$ cat src/hw/rtl/qts_pkg.sv
// Shared types, constants and helper functions for the quoted token splitter.
// Used by qts_front, qts_queue, qts_back and quoted_token_splitter.
package qts_pkg;

    localparam int MAX_DELIMITERS = 8;
    localparam int DELIM_W        = 8 * MAX_DELIMITERS;
    localparam int DCNT_W         = 4;
    localparam int FLAGS_W        = 3;
    localparam int CFG_IDX_W      = 2;

    // Action queue between front and back.
    localparam int QDEPTH = 2;
    localparam int Q_AW   = $clog2(QDEPTH);
    localparam int Q_CW   = Q_AW + 1;

    localparam logic [7:0] BACKSLASH_BYTE = 8'h5C;
    localparam logic [7:0] SQUOTE_BYTE    = 8'h27;
    localparam logic [7:0] DQUOTE_BYTE    = 8'h22;
    localparam logic [7:0] NUL_BYTE       = 8'h00;

    // Configuration register indexes.
    localparam logic [CFG_IDX_W-1:0] CFG_DELIM_BYTES = 2'd0;
    localparam logic [CFG_IDX_W-1:0] CFG_DELIM_COUNT = 2'd1;
    localparam logic [CFG_IDX_W-1:0] CFG_ESC_FLAGS   = 2'd2;

    localparam logic [DELIM_W-1:0] DELIM_BYTES_RST = 64'h2020_2020_0000_0200;
    localparam logic [DCNT_W-1:0]  DELIM_COUNT_RST = 4'd2;
    localparam logic [FLAGS_W-1:0] ESC_FLAGS_RST   = 3'd7;

    // Escape flag bit positions.
    localparam int FLAG_BSLASH = 0;
    localparam int FLAG_SQUOTE = 1;
    localparam int FLAG_DQUOTE = 2;

    typedef enum logic {
        ACT_TAKE   = 1'b0,
        ACT_FINISH = 1'b1
    } t_act;

    typedef struct packed {
        t_act       kind;
        logic [7:0] data;
        logic       first;
    } t_qent;

    typedef struct packed {
        logic empty;
        logic full;
    } t_qstat;

    // True when b matches one of the active delimiter slots. A NUL never matches.
    function automatic logic is_delim(input logic [7:0]         b,
                                      input logic [DELIM_W-1:0] bytes,
                                      input logic [DCNT_W-1:0]  count);
        logic hit;
        hit = 1'b0;
        for (int k = 0; k < MAX_DELIMITERS; k++) begin
            if ((count > DCNT_W'(k)) && (bytes[8*k +: 8] == b)) begin
                hit = 1'b1;
            end
        end
        return hit && (b != NUL_BYTE);
    endfunction

endpackage

$ cat src/hw/rtl/qts_front.sv
// Front end of the quoted token splitter: configuration registers, byte
// classification and tokenizer state. Depends on qts_pkg.
module qts_front
    import qts_pkg::*;
(
    input  logic                 i_clk,
    input  logic                 i_rst_n,
    input  logic                 i_cfg_we,
    input  logic [CFG_IDX_W-1:0] i_cfg_index,
    input  logic [DELIM_W-1:0]   i_cfg_data,
    input  logic                 i_accept,
    input  logic [7:0]           i_byte,
    output logic                 o_push,
    output t_qent                o_push_ent
);

    typedef enum logic [1:0] {
        QM_NONE   = 2'd0,
        QM_SINGLE = 2'd1,
        QM_DOUBLE = 2'd2
    } t_qmode;

    logic [DELIM_W-1:0] r_delim_bytes;
    logic [DCNT_W-1:0]  r_delim_count;
    logic [FLAGS_W-1:0] r_flags;

    logic   r_inside, n_inside;
    t_qmode r_qm, n_qm;
    logic   r_esc, n_esc;

    logic   act_vld;
    t_qent  act;

    always_ff @(posedge i_clk) begin
        if (!i_rst_n) begin
            r_delim_bytes <= DELIM_BYTES_RST;
            r_delim_count <= DELIM_COUNT_RST;
            r_flags       <= ESC_FLAGS_RST;
        end else if (i_cfg_we) begin
            case (i_cfg_index)
                CFG_DELIM_BYTES: r_delim_bytes <= i_cfg_data;
                CFG_DELIM_COUNT: r_delim_count <= i_cfg_data[DCNT_W-1:0];
                CFG_ESC_FLAGS:   r_flags       <= i_cfg_data[FLAGS_W-1:0];
                default: ;
            endcase
        end
    end

    always_comb begin
        logic       delim;
        logic       esc_on;
        logic       first_w;
        logic       esc_w;
        logic       fin_w;
        t_qmode     qm_w;
        logic [7:0] closer;

        delim    = is_delim(i_byte, r_delim_bytes, r_delim_count);
        esc_on   = r_flags[FLAG_BSLASH];
        first_w  = 1'b0;
        esc_w    = r_esc;
        qm_w     = r_qm;
        fin_w    = 1'b0;
        closer   = (r_qm == QM_SINGLE) ? SQUOTE_BYTE : DQUOTE_BYTE;

        n_inside = r_inside;
        n_qm     = r_qm;
        n_esc    = r_esc;
        act_vld  = 1'b0;
        act      = '{kind: ACT_TAKE, data: i_byte, first: 1'b0};

        if (i_byte == NUL_BYTE) begin
            act_vld  = 1'b1;
            act.kind = ACT_FINISH;
            n_inside = 1'b0;
            n_qm     = QM_NONE;
            n_esc    = 1'b0;
        end else if (r_inside || !delim) begin
            if (!r_inside) begin
                first_w = 1'b1;
                esc_w   = 1'b0;
                qm_w    = QM_NONE;
            end
            if (esc_w) begin
                esc_w = 1'b0;
            end else if (qm_w != QM_NONE) begin
                if (i_byte == BACKSLASH_BYTE && esc_on) begin
                    esc_w = 1'b1;
                end else if (i_byte == closer) begin
                    qm_w  = QM_NONE;
                    fin_w = delim;
                end
            end else begin
                if (i_byte == BACKSLASH_BYTE && esc_on) begin
                    esc_w = 1'b1;
                end else if (i_byte == SQUOTE_BYTE && r_flags[FLAG_SQUOTE]) begin
                    qm_w = QM_SINGLE;
                end else if (i_byte == DQUOTE_BYTE && r_flags[FLAG_DQUOTE]) begin
                    qm_w = QM_DOUBLE;
                end else begin
                    fin_w = delim;
                end
            end
            act_vld = 1'b1;
            if (fin_w) begin
                act.kind = ACT_FINISH;
                n_inside = 1'b0;
                n_qm     = QM_NONE;
                n_esc    = 1'b0;
            end else begin
                act.first = first_w;
                n_inside  = 1'b1;
                n_qm      = qm_w;
                n_esc     = esc_w;
            end
        end
    end

    always_ff @(posedge i_clk) begin
        if (!i_rst_n) begin
            r_inside <= 1'b0;
            r_qm     <= QM_NONE;
            r_esc    <= 1'b0;
        end else if (i_accept) begin
            r_inside <= n_inside;
            r_qm     <= n_qm;
            r_esc    <= n_esc;
        end
    end

    assign o_push     = i_accept && act_vld;
    assign o_push_ent = act;

endmodule

$ cat src/hw/rtl/qts_queue.sv
// Short action queue between the front and back of the quoted token splitter.
// Depends on qts_pkg.
module qts_queue
    import qts_pkg::*;
(
    input  logic   i_clk,
    input  logic   i_rst_n,
    input  logic   i_push,
    input  t_qent  i_push_ent,
    input  logic   i_pop,
    output t_qent  o_head,
    output t_qstat o_stat
);

    t_qent           r_mem [QDEPTH];
    logic [Q_AW-1:0] r_wptr;
    logic [Q_AW-1:0] r_rptr;
    logic [Q_CW-1:0] r_count;

    always_ff @(posedge i_clk) begin
        if (i_push) begin
            r_mem[r_wptr] <= i_push_ent;
        end
    end

    always_ff @(posedge i_clk) begin
        if (!i_rst_n) begin
            r_wptr  <= '0;
            r_rptr  <= '0;
            r_count <= '0;
        end else begin
            if (i_push) begin
                r_wptr <= r_wptr + 1'b1;
            end
            if (i_pop) begin
                r_rptr <= r_rptr + 1'b1;
            end
            case ({i_push, i_pop})
                2'b10:   r_count <= r_count + 1'b1;
                2'b01:   r_count <= r_count - 1'b1;
                default: r_count <= r_count;
            endcase
        end
    end

    assign o_head       = r_mem[r_rptr];
    assign o_stat.empty = (r_count == '0);
    assign o_stat.full  = (r_count == Q_CW'(QDEPTH));

    // The front must never push into a full queue.
    a_no_overflow: assert property (@(posedge i_clk) disable iff (!i_rst_n)
        i_push |-> !o_stat.full)
        else $error("action queue pushed while full");

    // The back must never pop an empty queue.
    a_no_underflow: assert property (@(posedge i_clk) disable iff (!i_rst_n)
        i_pop |-> !o_stat.empty)
        else $error("action queue popped while empty");

    a_count_range: assert property (@(posedge i_clk) disable iff (!i_rst_n)
        r_count <= Q_CW'(QDEPTH))
        else $error("action queue count out of range");

endmodule

$ cat src/hw/rtl/qts_back.sv
// Back end of the quoted token splitter: holds one token byte back and
// drives the output register. Depends on qts_pkg.
module qts_back
    import qts_pkg::*;
(
    input  logic       i_clk,
    input  logic       i_rst_n,
    input  t_qent      i_head,
    input  t_qstat     i_stat,
    output logic       o_pop,
    output logic       o_out_valid,
    output logic [7:0] o_out_byte,
    output logic       o_token_first,
    output logic       o_token_last,
    input  logic       i_out_stall
);

    logic       r_held_valid;
    logic [7:0] r_held_byte;
    logic       r_held_first;

    logic       r_out_valid;
    logic [7:0] r_out_byte;
    logic       r_out_first;
    logic       r_out_last;

    logic slot_free;
    logic emit;

    assign slot_free = !r_out_valid || !i_out_stall;
    assign o_pop     = !i_stat.empty && (!r_held_valid || slot_free);
    assign emit      = o_pop && r_held_valid;

    always_ff @(posedge i_clk) begin
        if (!i_rst_n) begin
            r_held_valid <= 1'b0;
        end else if (o_pop) begin
            r_held_valid <= (i_head.kind == ACT_TAKE);
        end
    end

    always_ff @(posedge i_clk) begin
        if (o_pop && i_head.kind == ACT_TAKE) begin
            r_held_byte  <= i_head.data;
            r_held_first <= i_head.first;
        end
    end

    always_ff @(posedge i_clk) begin
        if (!i_rst_n) begin
            r_out_valid <= 1'b0;
        end else if (emit) begin
            r_out_valid <= 1'b1;
        end else if (!i_out_stall) begin
            r_out_valid <= 1'b0;
        end
    end

    always_ff @(posedge i_clk) begin
        if (emit) begin
            r_out_byte  <= r_held_byte;
            r_out_first <= r_held_first;
            r_out_last  <= (i_head.kind == ACT_FINISH);
        end
    end

    assign o_out_valid   = r_out_valid;
    assign o_out_byte    = r_out_byte;
    assign o_token_first = r_out_first;
    assign o_token_last  = r_out_last;

    // Closing a token with a byte held must release it marked as last.
    a_finish_emits_last: assert property (@(posedge i_clk) disable iff (!i_rst_n)
        (o_pop && r_held_valid && i_head.kind == ACT_FINISH)
            |=> (r_out_valid && r_out_last))
        else $error("token end did not release a last byte");

    // Taking a byte always leaves exactly that byte held.
    a_take_holds: assert property (@(posedge i_clk) disable iff (!i_rst_n)
        (o_pop && i_head.kind == ACT_TAKE)
            |=> (r_held_valid && r_held_byte == $past(i_head.data)))
        else $error("taken byte not held");

    // A byte is never released while the output register is still stalled.
    a_no_overwrite: assert property (@(posedge i_clk) disable iff (!i_rst_n)
        emit |-> slot_free)
        else $error("output register overwritten while stalled");

endmodule

$ cat src/hw/rtl/quoted_token_splitter.sv
// Quoted token splitter: the front pushes the accepted byte that releases a
// token byte into the action queue; the back then moves that token byte into
// the output register. Throughput is one byte per cycle while the output is
// not stalled, set by combinational classification and one pop per cycle.
// Reset (i_rst_n, synchronous, active low) clears all control state and loads
// the default configuration; there is no clearing pass.
module quoted_token_splitter
    import qts_pkg::*;
(
    input  logic                 i_clk,
    input  logic                 i_rst_n,
    // Configuration write port.
    input  logic                 i_cfg_we,
    input  logic [CFG_IDX_W-1:0] i_cfg_index,
    input  logic [DELIM_W-1:0]   i_cfg_data,
    // Input byte stream.
    input  logic                 i_in_valid,
    input  logic [7:0]           i_in_byte,
    output logic                 o_in_stall,
    // Token byte stream.
    output logic                 o_out_valid,
    output logic [7:0]           o_out_byte,
    output logic                 o_token_first,
    output logic                 o_token_last,
    input  logic                 i_out_stall
);

    // The front classifies each byte and turns it into at most one action:
    // append this byte to the current token, or finish the token. Skipped
    // delimiters produce no action at all.
    logic   accept;
    logic   push;
    t_qent  push_ent;
    logic   pop;
    t_qent  head;
    t_qstat stat;

    // The input request is taken whenever the queue has room. The stall is
    // derived only from the registered queue count, so it never depends on
    // the input valid.
    assign o_in_stall = stat.full;
    assign accept     = i_in_valid && !o_in_stall;

    qts_front u_front (
        .i_clk       (i_clk),
        .i_rst_n     (i_rst_n),
        .i_cfg_we    (i_cfg_we),
        .i_cfg_index (i_cfg_index),
        .i_cfg_data  (i_cfg_data),
        .i_accept    (accept),
        .i_byte      (i_in_byte),
        .o_push      (push),
        .o_push_ent  (push_ent)
    );

    // The queue decouples the two halves, so a stalled output does not stop
    // the front until the queue fills.
    qts_queue u_queue (
        .i_clk      (i_clk),
        .i_rst_n    (i_rst_n),
        .i_push     (push),
        .i_push_ent (push_ent),
        .i_pop      (pop),
        .o_head     (head),
        .o_stat     (stat)
    );

    // The back holds the latest token byte until it knows whether that byte
    // is the token's last, then moves it into the output register.
    qts_back u_back (
        .i_clk         (i_clk),
        .i_rst_n       (i_rst_n),
        .i_head        (head),
        .i_stat        (stat),
        .o_pop         (pop),
        .o_out_valid   (o_out_valid),
        .o_out_byte    (o_out_byte),
        .o_token_first (o_token_first),
        .o_token_last  (o_token_last),
        .i_out_stall   (i_out_stall)
    );

endmodule
$ cat config.mk
export PLATFORM = sky130hd
export DESIGN_NAME = quoted_token_splitter
export DESIGN_NICKNAME = d
export VERILOG_FILES = /design/src/hw/rtl/qts_pkg.sv /design/src/hw/rtl/qts_front.sv /design/src/hw/rtl/qts_queue.sv /design/src/hw/rtl/qts_back.sv /design/src/hw/rtl/quoted_token_splitter.sv
export SDC_FILE = /design/constraint.sdc
export NUM_CORES = 1
export LEC_CHECK = 0
export BUFFER_PORTS_ARGS = -buffer_cell sky130_fd_sc_hd__buf_2
export CAP_MARGIN = 20
export CORE_UTILIZATION = 50
export CTS_CLUSTER_DIAMETER = 50
export CTS_CLUSTER_SIZE = 30
export DETAILED_ROUTE_END_ITERATION = 12
export PLACE_DENSITY = 0.75
export SYNTH_ARGS = -nofsm -noshare
export SYNTH_HDL_FRONTEND = slang
export SYNTH_HIERARCHICAL = 1
export SYNTH_SLANG_ARGS = --single-unit
$ cat constraint.sdc
create_clock -name i_clk -period 2.8 [get_ports i_clk]
set_clock_uncertainty 0.1 [all_clocks]
set_input_delay 0.28 -clock i_clk [delete_from_list [all_inputs] [get_ports i_clk]]
set_output_delay 0.28 -clock i_clk [all_outputs]
set_load 0.02 [all_outputs]
Yosys cells after proc, flatten, opt, wreduce, memory -nomap -nowiden:

Memory sizes are Yosys's and may differ from the RTL's. A register that Yosys moved wholly into a read port is not among the register bits.
Index checks and enable logic that the tools add are counted.

* eq/ne operators: 19
* magnitude comparators: 8
* $add $sub $neg: 4
* multiplexer cells: 58
* reductions and logical operators: 37
* bitwise logic cells: 1

Operator list (number)
* 8-bit equality test: 9
* 1-bit two-way mux: 43
* 2-bit two-way mux: 13
* 1-bit logical AND: 17
* 8-bit by 6-bit equality test with 1-bit output, second input constant: 2
* 4-bit by 3-bit greater-than comparator with 1-bit output, second input constant: 4
* 8-bit by 7-bit equality test with 1-bit output, second input constant: 1
* 4-bit by 1-bit greater-than comparator with 1-bit output, second input constant: 2
* 4-bit by 2-bit greater-than comparator with 1-bit output, second input constant: 2
* 8-bit zero test: 1
* 2-bit AND reduction: 4
* 8-bit nonzero test: 1
* 2-bit by 1-bit equality test with 1-bit output, second input constant: 3
* 2-bit equality test, second input constant: 3
* 1-bit zero test: 6
* 2-bit nonzero test: 3
* 2-bit zero test: 2
* 2-bit case mux with 2 select lines: 1
* 1-bit logical OR: 3
* 3-bit two-way mux: 1
* 1-bit adder, second input constant: 2
* 2-bit by 1-bit adder with 2-bit output, second input constant: 1
* 2-bit by 1-bit inequality test with 1-bit output, second input constant: 1
* 2-bit by 1-bit subtractor with 2-bit output, second input constant: 1
* 1-bit NOT: 1

* logic and storage cells: 144
* output and inout bits: 12
* bits in registers: 100
* bits in writable memories: 20
* memories kept: 1

Memory list
* u_queue.r_mem: depth 2, bits a word 10, read ports 1, clocked after Yosys merged registers in 1, wr ports 1, RTL line qts_queue.sv:15 `t_qent r_mem [QDEPTH];`

Depth between registers and ports, before layout:

* depth after elaboration: 23
* depth in mapped cells: 13

Modules after synthesis:

Netlist, hierarchy kept.

By module, submodules not included
* qts_front: cells each 470, area each 3907.5 um2, instances 1
* qts_queue: cells each 53, area each 934.6 um2, instances 1
* qts_back: cells each 31, area each 671.9 um2, instances 1
* quoted_token_splitter: cells each 1, area each 13.8 um2, instances 1

Worst setup path after synthesis:

OpenSTA, ideal clock, no wires.

* path type: input to register
* start point: input port i_in_byte[5]
* end point: memory u_queue/r_mem[0][0] (netlist bit), enable pin
* slack: 95 ps
* arrival time: 2227 ps
* library setup time: 378 ps
* path buffers: 1
* cell stages on the path: 8
* data required time: 2322 ps
* cell sequence: buf_2 or4_1 nor3_1 nor2_1 a21bo_2 inv_1 inv_1 nor2_1

* word-level cells in the longest chain between the ends: 18
* elaborated cells between the ends (all ways): 34

RTL lines
* start: declaration: RTL line quoted_token_splitter.sv:18 `input logic [7:0] i_in_byte,`
* 8-bit equality test: RTL line qts_pkg.sv:58 `if ((count > DCNT_W'(k)) && (bytes[8*k +: 8] == b)) begin`
* 1-bit logical AND: RTL line qts_pkg.sv:58
* 1-bit two-way mux (8 in a row): RTL line qts_pkg.sv:58
* 1-bit logical AND: RTL line qts_pkg.sv:62 `return hit && (b != NUL_BYTE);`
* 1-bit zero test: RTL line qts_front.sv:78 `end else if (r_inside || !delim) begin`
* 1-bit logical OR: RTL line qts_front.sv:78
* 1-bit two-way mux: RTL line qts_front.sv:78
* 1-bit two-way mux *: RTL line qts_front.sv:72 `if (i_byte == NUL_BYTE) begin`
* 1-bit logical AND *: RTL line qts_front.sv:131 `assign o_push = i_accept && act_vld;`
* named net push: RTL line quoted_token_splitter.sv:32 `logic push;`
* 1-bit two-way mux *: RTL line qts_queue.sv:21 `if (i_push) begin`
* 1-bit two-way mux (implied by the code) *: RTL line qts_queue.sv:22 `r_mem[r_wptr] <= i_push_ent;`
* end: declaration: RTL line qts_queue.sv:15

Mark *: on every way through the listed nets, which the timed path passes. The rest lies on a longest branch.

Worst setup path in the final report:

* start point: register u_front.r_delim_count[2]
* end point: register u_queue.r_count[1]

* word-level cells in the longest chain between the ends: 18
* elaborated cells between the ends (all ways): 34

RTL lines
* start: declaration: RTL line qts_front.sv:24 `logic [DCNT_W-1:0] r_delim_count;`
* start signal: assignment: RTL line qts_front.sv:42 `CFG_DELIM_COUNT: r_delim_count <= i_cfg_data[DCNT_W-1:0];`
* 4-bit by 1-bit greater-than comparator with 1-bit output: RTL line qts_pkg.sv:58
* 1-bit logical AND: RTL line qts_pkg.sv:58
* 1-bit two-way mux (7 in a row): RTL line qts_pkg.sv:58
* 1-bit two-way mux *: RTL line qts_pkg.sv:58
* 1-bit logical AND *: RTL line qts_pkg.sv:62
* 1-bit zero test *: RTL line qts_front.sv:78
* 1-bit logical OR *: RTL line qts_front.sv:78
* 1-bit two-way mux *: RTL line qts_front.sv:78
* 1-bit two-way mux *: RTL line qts_front.sv:72
* 1-bit logical AND *: RTL line qts_front.sv:131
* named net push: RTL line quoted_token_splitter.sv:32
* 2-bit by 1-bit equality test with 1-bit output or 2-bit equality test (tied branches): RTL line qts_queue.sv:38 `case ({i_push, i_pop})`
* 2-bit case mux with 2 select lines or 2-bit nonzero test (tied branches)
* end signal: assignment: RTL line qts_queue.sv:39 `2'b10: r_count <= r_count + 1'b1;`
* end signal: assignment: RTL line qts_queue.sv:40 `2'b01: r_count <= r_count - 1'b1;`
* end signal: assignment: RTL line qts_queue.sv:41 `default: r_count <= r_count;`
* end: declaration: RTL line qts_queue.sv:18 `logic [Q_CW-1:0] r_count;`

Marked as above.
A chain may end at the register's enable or synchronous reset.

==> flow_metrics.py <==
metrics = {
    "yosys": {
        "post_synth_net_total": 635,
        "synthesis.area_per_instance_um2": 9.960,
        "post_synth_instance_area_um2": 5528,
        "synthesis_warning_total": 6,
        "ys_dominant_reg_cell": "dfxtp_1",
        "synth_sequential_area_ratio_pct": 50.88,
        "count_of_state_elements_after_synthesis": 121,
        "synth_top_cell_by_area": "dfxtp_1",
        "synth_cells": 555,
        "synth_edf_count": 39,
        "synth-async-reset-ratio_pct": 0,
        "top_area_cell_type_share_of_the_netlist_area_pct": 29.70,
        "post_synth_num_cell_types": 61,
        "synth_top_cells_by_area": "dfxtp_1, edfxtp_1, nand2_1",
    },
    "place": {
        "dpl-instance-area_um2": 6055,
        "dpl_worst_slack_ns": -0.02609,
        "port-buffer-count": 90,
        "gpl.final_weighted_congestion": 0.8950,
        "place_inst": 759,
        "dp_hpwl_mm": 8.365,
    },
    "setup_path": {
        "path_max_fanout": 8,
        "critPathMostFrequentCell": "inv_1",
        "timing.critical_path.required_ns": 3.16,
        "endpoint_class_of_the_critical_path": "register",
        "biggest_cell_delay_along_the_critical_path_ns": 0.39,
        "path_cells": "a211o_1 > nand3_1 > nor4_1 > nor4_2 > nand3_2 > a21bo_2 > inv_1 > inv_1 > ha_4 > xnor2_1 > or3_1 > a21boi_1",
        "arrival_ns": 3.04,
        "critical_path.slowest_cell": "nor4_2",
        "worstSetupStartpointType": "register",
        "critical_path_class": "register to register",
    },
    "global_route": {
        "globalRouteTotalUtil_pct": 23.75,
        "number_of_global_route_vias_before_repair": 4490,
        "grt_antenna_before_repair": 0,
        "grt_max_degree": 65,
        "grt_first_pass_wirelength_mm": 20.84,
        "global_route.overflow_total": 0,
    },
    "power_and_ir_drop": {
        "total_leakage_power_uw": 0.002805,
        "vdd_ir_drop_max_mv": 0.4701,
        "pwr_density_cell_nw_per_um2": 671.6,
    },
    "finish": {
        "sequential_cell_area_um2": 2816,
        "drive_gt1_share_pct": 23.46,
        "instances_no_fill": 856,
        "top_library_cells_by_usage_in_the_layout_fill_and_taps_aside": "nand2_1, buf_2, dfxtp_1",
        "nNetsFinal": 783,
        "multi_input_area_um2": 2529,
        "layout.filler_cells": 783,
        "stdcell_area_um2": 7310,
        "syn2layout_area_growth_pct": 32.23,
        "diodes_inserted": 0,
        "most_common_cell_after_layout_fill_and_taps_aside": "nand2_1",
    },
    "timing": {
        "timing.final.max_slew_violations": 0,
        "tightestPinTransition_ns": 0.9672,
        "worst_slew_margin_rel_pct": 35.52,
        "fmax_ghz": 0.3726,
        "hold_viol_final": 0,
        "timing.final.ws_setup_ns": 0.1164,
        "setup_violations": 0,
        "post-route-period-util_pct": 95.84,
        "setup_repair_after_global_routing_missed_its_margin": "no",
        "tns_ns": 0,
        "time_the_final_worst_path_needs_with_i_o_delays_and_setup_ns": 2.684,
    },
    "outcome": {
        "outcome": "finished, final reports clean",
    },
    "cts": {
        "clock_insertion_delay_at_the_later_pin_of_the_skew_report_ns": 0.53,
        "clkTransAtPathRegs_ns": 0.06,
        "cts_max_path_buffers": 2,
        "cts_tree": "yes",
        "post-cts-setup-buffers": 0,
        "cts-htree-levels": 4,
        "cts-root-buf": "clkbuf_8",
        "cts.sink_count": 121,
        "numCtsBuffers": 17,
    },
    "die": {
        "die_area_um2": 11480,
        "die_width_um": 107.1,
        "initial_util_pct": 51.22,
        "boundaryPins": 91,
        "rows": 38,
        "design.core.area_um2": 10790,
        "chipHeight_um": 107.1,
    },
    "job": {
        "maxCapViolations": 0,
    },
    "detailed_routing": {
        "drt-initial-drc-count": 204,
        "drt-total-wl_mm": 12.94,
        "drtPass1Iterations": 5,
        "wire_per_inst_um": 15.11,
        "routed-via-count": 4480,
        "drt.antenna.violating_nets": 0,
        "route.detailed.vias_per_inst": 5.234,
        "route.detailed.drc": 0,
    },
    "worst_hold_path": {
        "timing.hold.worst.class": "primary input to register",
    },
}
==> cells by family (layout without fill, tap and decap cells) <==
family,after synthesis,count (layout),share of synthesized area (%)
xor+xnor,67,67,10.62
simple gates,212,212,18.02
compound gates,94,94,12.90
fa+ha+maj,1,1,0.2263
flops,121,121,50.88
buf+inv,43,204,4.052
mux,17,17,3.305
==> routing by layer <==
metal  share of wire (%)  track usage [%]  vias up
li1                    -                -     2198
met1                  41            26.88     2119
met2                  51            42.03      130
met3                 4.9            6.444       33
met4                 2.8            9.883        0
met5                   0                0        -
==> cell type report <==
cell class / count / area share (%)
clock inverters: 9 / 1.232
well taps: 140 / 2.396
flip-flops and latches: 121 / 38.53
inverters: 2 / 0.1027
repair buffers: 170 / 16.60
multi-input cells: 391 / 34.59
clock buffers: 23 / 6.539
==> Yosys cell counts, drive strengths merged (2+ instances only) <==
master  instances
nand3b          3
buf            19
a21boi         61
xor2           16
nand2b          3
inv             2
mux2           10
or3             4
edfxtp         39
nand4          12
nand3          11
nand2         138
o311ai          2
a32o            2
nor3            7
clkbuf         22
and2            5
mux2i           7
xnor2          51
nor4            7
a21oi           6
dfxtp          82
a31oi           4
nor2            8
or2             2
nor2b           5
o21ai           7
==> stage by stage <==
stage / util [%] / hold slack [ns] / total power (uW)
after floorplan: - / 0.2975 / 2599
after global placement: 56.10 / 0.3036 / 2766
after detailed placement: 56.10 / 0.3057 / 2807
after CTS: 67.45 / 0.006281 / 4919
after global routing: 67.73 / 0.004699 / 5112
final: 67.73 / 0.01884 / 4909
==> worst paths after layout <==
| check | slack, ns | from | cells past startpoint | to |
|---|---|---|---|---|
| setup / recovery | 0.12 | u_front/r_delim_count[2] | 12 | u_queue/r_count[1] |
| hold / removal | 0.02 | i_in_byte[5] | 1 | u_queue/r_mem[1][6] |
| setup reg to reg | 0.12 | u_front/r_delim_count[2] | 12 | u_queue/r_count[1] |
| hold reg to reg | 0.32 | u_back/r_held_byte[5] | 0 | u_back/o_out_byte[5] |
==> what timing repair did <==
action | CTS | global route
pin swaps | 2 | 2
endpoints found under the hold margin | 71 | 0
gates resized for setup | 1 | 7
setup endpoints to repair | 1 | 1
hold buffers | 65 | 0
==> critical path: cells and delay by family, from the launching register on <==
| kind | cells | cell delay, ns |
|---|---|---|
| and+or+nand+nor | 5 | 1.00 |
| AOI/OAI and AO/OA | 3 | 0.68 |
| DFF | 1 | 0.36 |
| buffers and inverters | 2 | 0.18 |
| adders and majority gates | 1 | 0.18 |
| xor gates and xnor gates | 1 | 0.12 |
==> where the power goes <==
group	switching, uW	leakage [uW]	internal [uW]
Sequential	103	0.00103	2020
Combinational	363	0.00150	382
Clock	762	0.000274	1280
==> registers in the layout, summed over array words and instances, names as in the netlist, named ones only <==
| register | cells |
|---|---|
| u_back/o_token_first | 1 |
| u_back/r_held_first | 1 |
| u_back/o_out_byte | 8 |
| u_front/r_esc | 1 |
| u_queue/r_wptr | 1 |
| u_queue/r_mem | 20 |
| u_front/r_qm | 2 |
| u_back/r_held_valid | 1 |
| u_front/r_inside | 1 |
| u_front/r_flags | 3 |
| u_queue/r_rptr | 1 |
| u_front/r_delim_count | 4 |
| u_queue/r_count | 2 |
| u_back/o_out_valid | 1 |
| u_back/o_token_last | 1 |
| u_back/r_held_byte | 8 |
| u_front/r_delim_bytes | 64 |
Note: power is estimated with default switching activity, not from simulation.
